File: src/fqks_pkg.sv
// Shared types, constants and helpers for the key-search queue.
`timescale 1ns / 1ps
`default_nettype none

package fqks_pkg;

	// Queue geometry
	localparam int DEPTH     = 16;
	localparam int KEY_WIDTH = 32;
	localparam int PTR_W     = $clog2(DEPTH);
	localparam int CNT_W     = $clog2(DEPTH + 1);

	localparam logic [CNT_W-1:0] CNT_FULL = CNT_W'(DEPTH);
	localparam logic [PTR_W-1:0] PTR_LAST = PTR_W'(DEPTH - 1);

	// Field widths on the stream ports
	localparam int OKEY_W = 32;
	localparam int POS_W  = 4;
	localparam int OCNT_W = 5;

	typedef logic signed [KEY_WIDTH-1:0] key_t;
	typedef logic signed [OKEY_W-1:0]    okey_t;
	typedef logic [PTR_W-1:0]            ptr_t;
	typedef logic [CNT_W-1:0]            cnt_t;

	typedef enum logic [1:0] {
		OP_PUSH   = 2'd0,
		OP_POP    = 2'd1,
		OP_SEARCH = 2'd2,
		OP_CLEAR  = 2'd3
	} op_t;

	typedef enum logic [1:0] {
		ST_OK        = 2'd0,
		ST_EMPTY     = 2'd1,
		ST_FULL      = 2'd2,
		ST_NOT_FOUND = 2'd3
	} status_t;

	// One result transaction, handed from the engine to the output register
	typedef struct packed {
		status_t           status;
		okey_t             popped_key;
		logic              found;
		logic [POS_W-1:0]  found_position;
		logic [OCNT_W-1:0] entry_count;
		logic              nonempty;
		okey_t             first_key;
		okey_t             last_key;
	} res_t;

	// Advance a ring pointer with wrap at the queue depth
	function automatic ptr_t ring_next(input ptr_t p);
		return (p == PTR_LAST) ? '0 : p + 1'b1;
	endfunction

	// Sign extend or truncate a stored key to the port width
	function automatic okey_t key_out(input key_t k);
		return okey_t'(k);
	endfunction

endpackage

`default_nettype wire

File: src/fqks_ram.sv
// Generic single-write, single-read synchronous RAM with registered read data.
`timescale 1ns / 1ps
`default_nettype none

module fqks_ram #(
	parameter int DEPTH = 16,
	parameter int WIDTH = 32
) (
	input  wire logic                     clk,
	input  wire logic                     we,
	input  wire logic [$clog2(DEPTH)-1:0] waddr,
	input  wire logic [WIDTH-1:0]         wdata,
	input  wire logic [$clog2(DEPTH)-1:0] raddr,
	output logic      [WIDTH-1:0]         rdata
);

	logic [WIDTH-1:0] mem [DEPTH];

	// Write port
	always_ff @(posedge clk) begin
		if (we) begin
			mem[waddr] <= wdata;
		end
	end

	// Read port, registered read data
	always_ff @(posedge clk) begin
		rdata <= mem[raddr];
	end

endmodule

`default_nettype wire

File: src/fqks_engine.sv
// Queue sequencer: ring pointers, key store access, search scan and result build.
`timescale 1ns / 1ps
`default_nettype none

module fqks_engine (
	input  wire logic                     clk,
	input  wire logic                     arst_n,
	input  wire logic                     in_valid,
	output logic                          in_ready,
	input  wire logic [1:0]               in_op,
	input  wire logic [31:0]              in_key,
	output logic                          res_valid,
	input  wire logic                     res_ready,
	output fqks_pkg::res_t                res
);

	typedef enum logic [3:0] {
		S_IDLE   = 4'b0001,
		S_POP    = 4'b0010,
		S_SEARCH = 4'b0100,
		S_RESULT = 4'b1000
	} state_t;

	state_t               state_q;
	fqks_pkg::ptr_t       head_q;
	fqks_pkg::ptr_t       tail_q;
	fqks_pkg::cnt_t       count_q;
	fqks_pkg::ptr_t       scan_slot_q;
	fqks_pkg::ptr_t       scan_idx_q;
	fqks_pkg::key_t       key_q;
	fqks_pkg::key_t       first_q;
	fqks_pkg::key_t       last_q;
	fqks_pkg::status_t    status_q;
	fqks_pkg::okey_t      popped_q;
	logic                 found_q;
	fqks_pkg::ptr_t       pos_q;

	logic                 accept;
	fqks_pkg::op_t        op;
	fqks_pkg::key_t       key_in;
	logic                 ram_we;
	fqks_pkg::ptr_t       ram_raddr;
	fqks_pkg::key_t       ram_rdata;
	logic                 scan_hit;
	logic                 scan_end;

	assign in_ready = (state_q == S_IDLE);
	assign accept   = in_valid && in_ready;
	assign op       = fqks_pkg::op_t'(in_op);
	assign key_in   = fqks_pkg::key_t'(signed'(in_key));
	assign ram_we   = accept && (op == fqks_pkg::OP_PUSH) && (count_q != fqks_pkg::CNT_FULL);

	// Pick the read slot: next scan entry, head for a search, next head for a pop
	always_comb begin
		if (state_q == S_SEARCH) begin
			ram_raddr = fqks_pkg::ring_next(scan_slot_q);
		end else if (op == fqks_pkg::OP_SEARCH) begin
			ram_raddr = head_q;
		end else begin
			ram_raddr = fqks_pkg::ring_next(head_q);
		end
	end

	fqks_ram #(
		.DEPTH (fqks_pkg::DEPTH),
		.WIDTH (fqks_pkg::KEY_WIDTH)
	) u_store (
		.clk   (clk),
		.we    (ram_we),
		.waddr (tail_q),
		.wdata (key_in),
		.raddr (ram_raddr),
		.rdata (ram_rdata)
	);

	// Compare the entry that arrived this cycle; stop at the last occupied one
	assign scan_hit = (ram_rdata == key_q);
	assign scan_end = ((fqks_pkg::CNT_W'(scan_idx_q) + 1'b1) == count_q);

	// Sequencer and queue state
	always_ff @(posedge clk or negedge arst_n) begin
		if (!arst_n) begin
			state_q     <= S_IDLE;
			head_q      <= '0;
			tail_q      <= '0;
			count_q     <= '0;
			scan_slot_q <= '0;
			scan_idx_q  <= '0;
			key_q       <= '0;
			first_q     <= '0;
			last_q      <= '0;
			status_q    <= fqks_pkg::ST_OK;
			popped_q    <= '0;
			found_q     <= 1'b0;
			pos_q       <= '0;
		end else begin
			case (state_q)
				S_IDLE: begin
					if (accept) begin
						key_q    <= key_in;
						status_q <= fqks_pkg::ST_OK;
						popped_q <= '0;
						found_q  <= 1'b0;
						pos_q    <= '0;
						state_q  <= S_RESULT;
						case (op)
							fqks_pkg::OP_PUSH: begin
								if (count_q == fqks_pkg::CNT_FULL) begin
									status_q <= fqks_pkg::ST_FULL;
								end else begin
									tail_q  <= fqks_pkg::ring_next(tail_q);
									count_q <= count_q + 1'b1;
									last_q  <= key_in;
									if (count_q == '0) begin
										first_q <= key_in;
									end
								end
							end
							fqks_pkg::OP_POP: begin
								if (count_q == '0) begin
									status_q <= fqks_pkg::ST_EMPTY;
								end else begin
									popped_q <= fqks_pkg::key_out(first_q);
									head_q   <= fqks_pkg::ring_next(head_q);
									count_q  <= count_q - 1'b1;
									// fetch the new head unless the queue drains
									if (count_q != fqks_pkg::CNT_W'(1)) begin
										state_q <= S_POP;
									end
								end
							end
							fqks_pkg::OP_SEARCH: begin
								status_q <= fqks_pkg::ST_NOT_FOUND;
								if (count_q != '0) begin
									scan_slot_q <= head_q;
									scan_idx_q  <= '0;
									state_q     <= S_SEARCH;
								end
							end
							default: begin
								head_q  <= '0;
								tail_q  <= '0;
								count_q <= '0;
							end
						endcase
					end
				end
				S_POP: begin
					first_q <= ram_rdata;
					state_q <= S_RESULT;
				end
				S_SEARCH: begin
					if (scan_hit) begin
						status_q <= fqks_pkg::ST_OK;
						found_q  <= 1'b1;
						pos_q    <= scan_idx_q;
						state_q  <= S_RESULT;
					end else if (scan_end) begin
						state_q <= S_RESULT;
					end else begin
						scan_slot_q <= fqks_pkg::ring_next(scan_slot_q);
						scan_idx_q  <= scan_idx_q + 1'b1;
					end
				end
				S_RESULT: begin
					if (res_ready) begin
						state_q <= S_IDLE;
					end
				end
				default: begin
					state_q <= S_IDLE;
				end
			endcase
		end
	end

	// Build the result with a snapshot of the queue after the operation
	assign res_valid = (state_q == S_RESULT);

	always_comb begin
		res.status         = status_q;
		res.popped_key     = popped_q;
		res.found          = found_q;
		res.found_position = fqks_pkg::POS_W'(pos_q);
		res.entry_count    = fqks_pkg::OCNT_W'(count_q);
		res.nonempty       = (count_q != '0);
		res.first_key      = res.nonempty ? fqks_pkg::key_out(first_q) : '0;
		res.last_key       = res.nonempty ? fqks_pkg::key_out(last_q) : '0;
	end

endmodule

`default_nettype wire

File: src/fifo_queue_with_key_search.sv
// Push, clear, push into full, pop on empty and search on empty go straight to the result.
// A pop reads the key store once to fetch the new head, except when it empties the queue.
// A search compares entries from the head until a match or the last entry, at most DEPTH (16).
// Throughput: one transaction at a time; the search scan reads one entry per cycle.
// Reset: arst_n clears pointers and count at once; the key store is not cleared.
// A finished result waits in the output register while the next transaction is taken.
`timescale 1ns / 1ps
`default_nettype none

module fifo_queue_with_key_search (
	input  wire logic         clk,
	input  wire logic         arst_n,
	input  wire logic         s_tvalid,
	output logic              s_tready,
	input  wire logic [31:0]  s_tdata,   // key_in[31:0]
	input  wire logic [1:0]   s_tuser,   // opcode[1:0]
	output logic              m_tvalid,
	input  wire logic         m_tready,
	output logic [111:0]      m_tdata,   // popped_key[31:0], found[32], found_position[36:33],
	                                     // entry_count[41:37], nonempty[42],
	                                     // first_key[74:43], last_key[106:75], zero[111:107]
	output logic [1:0]        m_tuser    // status[1:0]
);

	logic            res_valid;
	logic            res_ready;
	fqks_pkg::res_t  res;
	logic            m_tvalid_q;
	fqks_pkg::res_t  m_res_q;

	fqks_engine u_engine (
		.clk       (clk),
		.arst_n    (arst_n),
		.in_valid  (s_tvalid),
		.in_ready  (s_tready),
		.in_op     (s_tuser),
		.in_key    (s_tdata),
		.res_valid (res_valid),
		.res_ready (res_ready),
		.res       (res)
	);

	// Output register: load when empty or draining
	assign res_ready = !m_tvalid_q || m_tready;

	always_ff @(posedge clk or negedge arst_n) begin
		if (!arst_n) begin
			m_tvalid_q <= 1'b0;
		end else if (res_valid && res_ready) begin
			m_tvalid_q <= 1'b1;
		end else if (m_tready) begin
			m_tvalid_q <= 1'b0;
		end
	end

	// Hold the result payload
	always_ff @(posedge clk) begin
		if (res_valid && res_ready) begin
			m_res_q <= res;
		end
	end

	assign m_tvalid = m_tvalid_q;
	assign m_tuser  = m_res_q.status;
	assign m_tdata  = {5'b0,
	                   m_res_q.last_key,
	                   m_res_q.first_key,
	                   m_res_q.nonempty,
	                   m_res_q.entry_count,
	                   m_res_q.found_position,
	                   m_res_q.found,
	                   m_res_q.popped_key};

endmodule

`default_nettype wire

File: config.mk
export PLATFORM = sky130hd
export DESIGN_NAME = fifo_queue_with_key_search
export DESIGN_NICKNAME = d
export VERILOG_FILES = /design/src/fqks_pkg.sv /design/src/fqks_ram.sv /design/src/fqks_engine.sv /design/src/fifo_queue_with_key_search.sv
export SDC_FILE = /design/constraint.sdc
export NUM_CORES = 1
export LEC_CHECK = 0
export CORE_ASPECT_RATIO = 1.2
export CORE_MARGIN = 4
export CORE_UTILIZATION = 40
export CTS_CLUSTER_DIAMETER = 80
export DETAILED_ROUTE_END_ITERATION = 8
export DONT_BUFFER_PORTS = 1
export SYNTH_ARGS = -nofsm -noshare
export SYNTH_HDL_FRONTEND = slang
export SYNTH_SLANG_ARGS = --single-unit
File: constraint.sdc
create_clock -name clk -period 18.2 [get_ports clk]
set_input_delay 0.91 -clock clk [delete_from_list [all_inputs] [get_ports clk]]
set_output_delay 0.91 -clock clk [all_outputs]
set_load 0.01 [all_outputs]
==> results of run 1 <==
## worst min path at each step
stage	startpoint	endpoint	slack, ns
2_1_floorplan	u_engine.found_q	m_tdata[32]	0.42
3_3_place_gp	u_engine.popped_q[28]	m_tdata[28]	0.44
3_5_place_dp	u_engine.popped_q[27]	m_tdata[27]	0.44
4_1_cts	arst_n	u_engine.state_q[0]	0.09
5_1_grt	arst_n	u_engine.state_q[0]	0.11
6_report	arst_n	u_engine.state_q[0]	0.13
## placed cells by master (no fill, tap or decap), types with 33 or more instances in the layout
cell / n
a211oi_1: 95
a22o_1: 37
a31oi_1: 67
and2_1: 162
buf_4: 33
clkbuf_16: 77
dfrtp_1: 160
edfxtp_1: 621
mux2i_1: 99
nand2_1: 466
o21ai_0: 51
xor2_1: 35
## Yosys cell counts (all sizes together) (2+ instances only)
| cell type | count |
|---|---|
| a211oi | 95 |
| a21o | 3 |
| a21oi | 11 |
| a221o | 31 |
| a22o | 37 |
| a22oi | 3 |
| a311o | 2 |
| a31o | 2 |
| a31oi | 68 |
| and2 | 162 |
| and3 | 32 |
| buf | 47 |
| clkbuf | 97 |
| dfrtp | 160 |
| dfxtp | 32 |
| edfxtp | 621 |
| ha | 14 |
| inv | 19 |
| mux2 | 34 |
| mux2i | 100 |
| nand2 | 468 |
| nand2b | 3 |
| nand3 | 9 |
| nand4 | 7 |
| nand4b | 2 |
| nor2 | 28 |
| nor2b | 3 |
| nor3 | 10 |
| nor4 | 10 |
| nor4b | 3 |
| o211ai | 5 |
| o21ai | 54 |
| o22ai | 5 |
| o31ai | 5 |
| o32ai | 31 |
| or3 | 4 |
| or4b | 3 |
| xnor2 | 4 |
| xor2 | 35 |
## kinds of logic (layout without fill, tap and decap cells)
family / Yosys count / in the layout
multiplexers: 135 / 135
buffers and inverters: 163 / 197
flip-flops: 814 / 814
adder cells (fa/ha/maj): 14 / 14
other: 1 / 5
AO/OA/AOI/OAI: 358 / 358
XOR/XNOR: 39 / 39
AND/OR/NAND/NOR: 747 / 747
## final cells by class
type / count / area [um^2]
fillers: 6897 / 43600
flip-flops and latches: 814 / 23300
multi-input cells: 1298 / 8210
clock buffers: 99 / 2090
well taps: 1035 / 1290
clock inverters: 43 / 439
repair buffers: 36 / 315
inverters: 19 / 71.3
## per-stage QoR
stage | setup WS, ns | power (W) | util [%] | hold WS [ns] | cell area (um^2)
3_5_place_dp | 13.80 | 0.00393 | 41.8 | 0.435 | 33200
6_report | 14.00 | 0.00550 | 45.1 | 0.134 | 35700
5_1_grt | 13.75 | 0.00579 | 45.1 | 0.113 | 35700
3_3_place_gp | 13.86 | 0.00390 | 41.8 | 0.437 | 33200
4_1_cts | 14.04 | 0.00555 | 45.1 | 0.0944 | 35700
2_1_floorplan | 11.21 | 0.00351 | - | 0.425 | 32000
## report_power, final
part           switching [W]  total (W)  internal [W]
clock network       0.000678    0.00161      0.000929
logic               0.000865    0.00140      0.000531
registers           0.000211    0.00250       0.00229
total                0.00175    0.00550       0.00375
## flip-flops by register name, indices dropped and copies added, names as in the netlist, 2 cells and up
name and cells:
m_tdata 107, m_tuser 2, u_engine.count_q 5, u_engine.first_q 32
u_engine.head_q 4, u_engine.key_q 32, u_engine.last_q 32, u_engine.popped_q 32
u_engine.pos_q 4, u_engine.scan_idx_q 4, u_engine.scan_slot_q 4, u_engine.state_q 4
u_engine.status_q 2, u_engine.tail_q 4, u_engine.u_store.mem 512, u_engine.u_store.rdata 32
## routing by layer
layer | routed length (um) | vias up | part of all wire [%] | track usage, %
li1 | - | 8319 | - | -
met1 | 32800 | 9277 | 42 | 24.0
met2 | 38000 | 558 | 49 | 30.2
met3 | 5090 | 111 | 6.5 | 3.29
met4 | 2030 | 0 | 2.6 | 5.87
met5 | 0 | - | 0 | 0
==> flow_summary.toml, run 1 <==
[timing]
min_period_ns = 4.20
setup-tns-final_ns = 0
finalSetupViolations = 0
hold_violations = 0
finClkSkew_ns = 0.0203
rsz0062_at_grt = "no"
fin_crit_sh_pct = 23.1
drv_slew = 0
max_freq_mhz = 238
relSlewSlack_pct = 26.4
tightest_slew_ns = 1.10

[detailed_routing]
totalWireLength_mm = 77.9
ant_nets = 0
route.vias.total = 18300
dr.pass1.iters = 5
remaining_drc_errors = 0
vias_per_cell = 5.46
drt-wirelength-per-cell_um = 23.3
drt_first_iter_violations = 1543

[logic_synthesis]
async_flop_share_pct = 19.8
syn-cell-area_um2 = 32000
synth-compound-area-share_pct = 8.21
yosysWarnings = 0
yosys.area_share.adder_pct = 0.547
synth_top_family_by_area = "simple AND/OR/NAND/NOR gates"
synth_area_leader_cell = "edfxtp_1"
synth.distinct_cells = 60
synth_top_flop_cell = "edfxtp_1"
synth-simple-area-share_pct = 10.8
synth-edff-count = 621
syn_area_per_cell_um2 = 14.1
synth_top_area_share_pct = 58.2
synth_seq_cells = 814
synth_area_leaders = "edfxtp_1, dfrtp_1, nand2_1"
synthXorXnorAreaFrac_pct = 1.07
synth_mux_area_share_pct = 4.40
syn-instance-count = 2271
yosysSeqAreaShare_pct = 72.8

[place]
dp_hpwl_mm = 41.8
io_buffer_count = 0
dp.cells = 3201
routabilityCongestion = 0.777

[status]
status = "completed"

[clock_tree]
clk_path_buf_depth = 3
clk_latency_ns = 0.62
cts_resized = 0
cts_buffers = 77
clkSinkCount = 814
htreeDepth = 3
cts-root-buf = "clkbuf_16"
cts_tree = "done"
postCtsHoldBufs = 1
path_clk_slew_ns = 0.06
post-cts-setup-buffers = 0

[critical_path]
critical_path_class = "reg -> reg"
cp_slowest_stage_delay_ns = 0.97
crit_path_max_fanout = 108
cpMaxStageDelayCell = "buf_4"
required_ns = 18.70
r2r_setup_slack_ns = 14.00
cp_top_family = "multiplexers"
crit_buf_inv = 1
crit_end = "u_engine.u_store.rdata[22]"
worst_setup_path_end_kind = "register"
start_kind = "register"
arrival_ns = 4.70
worst-path-stages = 7
critPathLaunch = "u_engine.state_q[1]"
timing.rr.end = "u_engine.u_store.rdata[22]"
r2r-start = "u_engine.state_q[1]"
reg2reg_depth = 7
crit_chain = "or4b_1 -> mux2_8 -> buf_4 -> mux2i_1 -> mux2_2 -> o32ai_1 -> a221o_1"

[die]
die_area_um2 = 84600
io_pins = 154
core_area_um2 = 79300
die_w_um = 266
start_util_pct = 40.4
rows = 113
die_h_um = 318

[final_layout]
drive_gt1_share_pct = 9.48
diodes = 0
nets = 2298
stdcell_count = 3344
area_growth_pct = 11.6

[power]
p_leak_nw = 12.7
peakVddDrop_uv = 234
powerDensity_nw_per_um2 = 154

[grt]
first_global_vias = 18200
antenna_found_initial = 0
grt-ovfl-total = 0
grt_max_degree = 195
grt_pass1_wl_mm = 116
grt_usage_pct = 18.0

[run]
maxCapViolCount = 0

[worst_hold_path]
min-delay-path-class = "in -> async"
(Power assumes the default switching activity.)
==> run 2: changes to the inputs <==
clock period = 4.15 ns   (was 18.2 ns; I/O delays follow)
==> run 2 against run 1 <==
Against the previous run: global-route usage fell by 0.12 points; non-clock buffer count rose by 67; fmax rose by 24%; sequential power rose to 4.4 times the previous value; highest routed layer unchanged.
==> flow_summary.toml, run 2 (synthesized netlist as in run 1, its figures left out) <==
[power]
clkPwrFrac_pct = 29.0
peakVddDrop_uv = 414
total_power_w = 0.0246
p_sw_share_pct = 32.3
p_int_w = 0.0166
powerDensity_nw_per_um2 = 673
p_seq_share_pct = 44.8
pwr-share-comb_pct = 26.2
p_sw_w = 0.00794
p_leak_nw = 13.0

[critical_path]
required_ns = 4.46
arrival_ns = 3.68
critical_path_class = "reg -> reg"
worst_setup_path_end_kind = "register"
start_kind = "register"
r2r_setup_slack_ns = 0.78
crit_path_max_fanout = 18

[timing]
min_period_ns = 3.37
setup-tns-final_ns = 0
drv_slew = 0
relSlewSlack_pct = 27.9
finalSetupViolations = 0
hold_violations = 0
finClkSkew_ns = 0.0322
tightest_slew_ns = 1.08
rsz0062_at_grt = "no"
max_freq_mhz = 297
fin_hold_ws_ns = 0.0575
fin_crit_sh_pct = 81.2

[final_layout]
final_common_cell = "edfxtp_1"
regArea_um2 = 23300
nets = 2364
drive_gt1_share_pct = 10.6
nFillCells = 6845
final_cell_mix = "edfxtp_1, nand2_1, and2_1"
largest_register_ffs = 512
multi_input_area_um2 = 8230
area_growth_pct = 14.1
largest-register = "u_engine.u_store.mem"
fin_area_um2 = 36500

[die]
start_util_pct = 40.4
die_h_um = 318
core_area_um2 = 79300
io_pins = 154
rows = 113
die_w_um = 266
die_area_um2 = 84600

[clock_tree]
clkSinkCount = 814
clk_path_buf_depth = 3
cts-root-buf = "clkbuf_16"
cts_tree = "done"
htreeDepth = 3
path_clk_slew_ns = 0.06
cts_buffers = 76
clk_latency_ns = 0.63

[detailed_routing]
drt_first_iter_violations = 1734
vias_per_cell = 5.42
remaining_drc_errors = 0
drt-wirelength-per-cell_um = 22.6
ant_nets = 0
route.vias.total = 18500
dr.pass1.iters = 6
totalWireLength_mm = 77.1

[grt]
grt_pass1_wl_mm = 116
grt_max_degree = 162
first_global_vias = 18200
grt_usage_pct = 17.9
antenna_found_initial = 7
grt-ovfl-total = 0

[place]
routabilityCongestion = 0.838
dp_hpwl_mm = 46.0
io_buffer_count = 0
placed_area_um2 = 33600

[run]
maxCapViolCount = 0

[status]
status = "completed"

[worst_hold_path]
min-delay-path-class = "in -> reg"
==> run 2: cell types whose count changed in the layout (fill, tap and decap cells not counted), sizes merged <==
| cell | before | now |
|---|---|---|
| clkinv | 28 | 21 |
| clkinvlp | 3 | 7 |
| buf | 36 | 67 |
| dlygate4sd3 | 0 | 36 |
| diode | 0 | 7 |
| inv | 23 | 24 |
==> run 2: area by class of cell <==
| cell class | instances | area share (%) |
|---|---|---|
| Clock buffer | 99 | 5.75 |
| Multi-Input combinational cell | 1298 | 22.5 |
| Timing Repair Buffer | 103 | 2.83 |
| Clock inverter | 41 | 1.25 |
| Sequential cell | 814 | 63.8 |
| Antenna cell | 7 | 0.0480 |
| Tap cell | 1035 | 3.55 |
| Inverter | 19 | 0.195 |
==> run 2: power by group through the flow <==
| stage | Clock (W) | Combinational [W] | Sequential [W] |
|---|---|---|---|
| after floorplan | 0 | 0.00465 | 0.0107 |
| final | 0.00713 | 0.00644 | 0.0110 |
| after global routing | 0.00767 | 0.00708 | 0.0111 |
| after global placement | 0 | 0.00621 | 0.0111 |
| after CTS | 0.00730 | 0.00649 | 0.0110 |
| after detailed placement | 0 | 0.00630 | 0.0112 |
==> run 2: worst paths after layout <==
| check | startpoint | to | cells past startpoint |
|---|---|---|---|
| setup / recovery | u_engine.count_q[0] | u_engine.u_store.mem[15][2] | 7 |
| hold reg to reg | u_engine.status_q[0] | m_tuser[0] | 0 |
| setup reg to reg | u_engine.count_q[0] | u_engine.u_store.mem[15][2] | 7 |
| hold / removal | s_tuser[1] | u_engine.status_q[0] | 4 |
| max in group asynchronous | arst_n | u_engine.popped_q[1] | 2 |
| min in group asynchronous | arst_n | u_engine.count_q[1] | 2 |
==> run 2: critical path: stages (launching register included) <==
cell and delay (ns):
dfrtp_1 0.55, inv_1 0.12, ha_1 0.26, nand3_1 0.19, and3_1 0.64, nand2_1 0.42, nor2_4 0.60, buf_12 0.27
==> run 2: routing by layer <==
layer,share of wire [%],wire [um],vias up,global-route usage [%]
met3,6.3,4840,126,2.94
met2,49,37700,579,29.9
met4,2.5,1950,0,5.57
met1,42,32600,9333,24.2
li1,-,-,8468,-
met5,0,0,-,0
==> run 2: stage by stage <==
stage | setup slack [ns] | cells | utilization [%]
3_5_place_dp | 0.740 | 3232 | 42.3
2_1_floorplan | 0.327 | 2275 | -
5_1_grt | 0.595 | 3411 | 46.0
6_report | 0.778 | 3416 | 46.0
4_1_cts | 0.733 | 3409 | 46.0
3_3_place_gp | 0.811 | 3232 | 42.3
==> run 2: what timing repair did <==
item,in CTS,in global routing
gates resized for setup,0,0
hold buffers,37,0
setup buffers,0,0
hold endpoints to repair,781,0
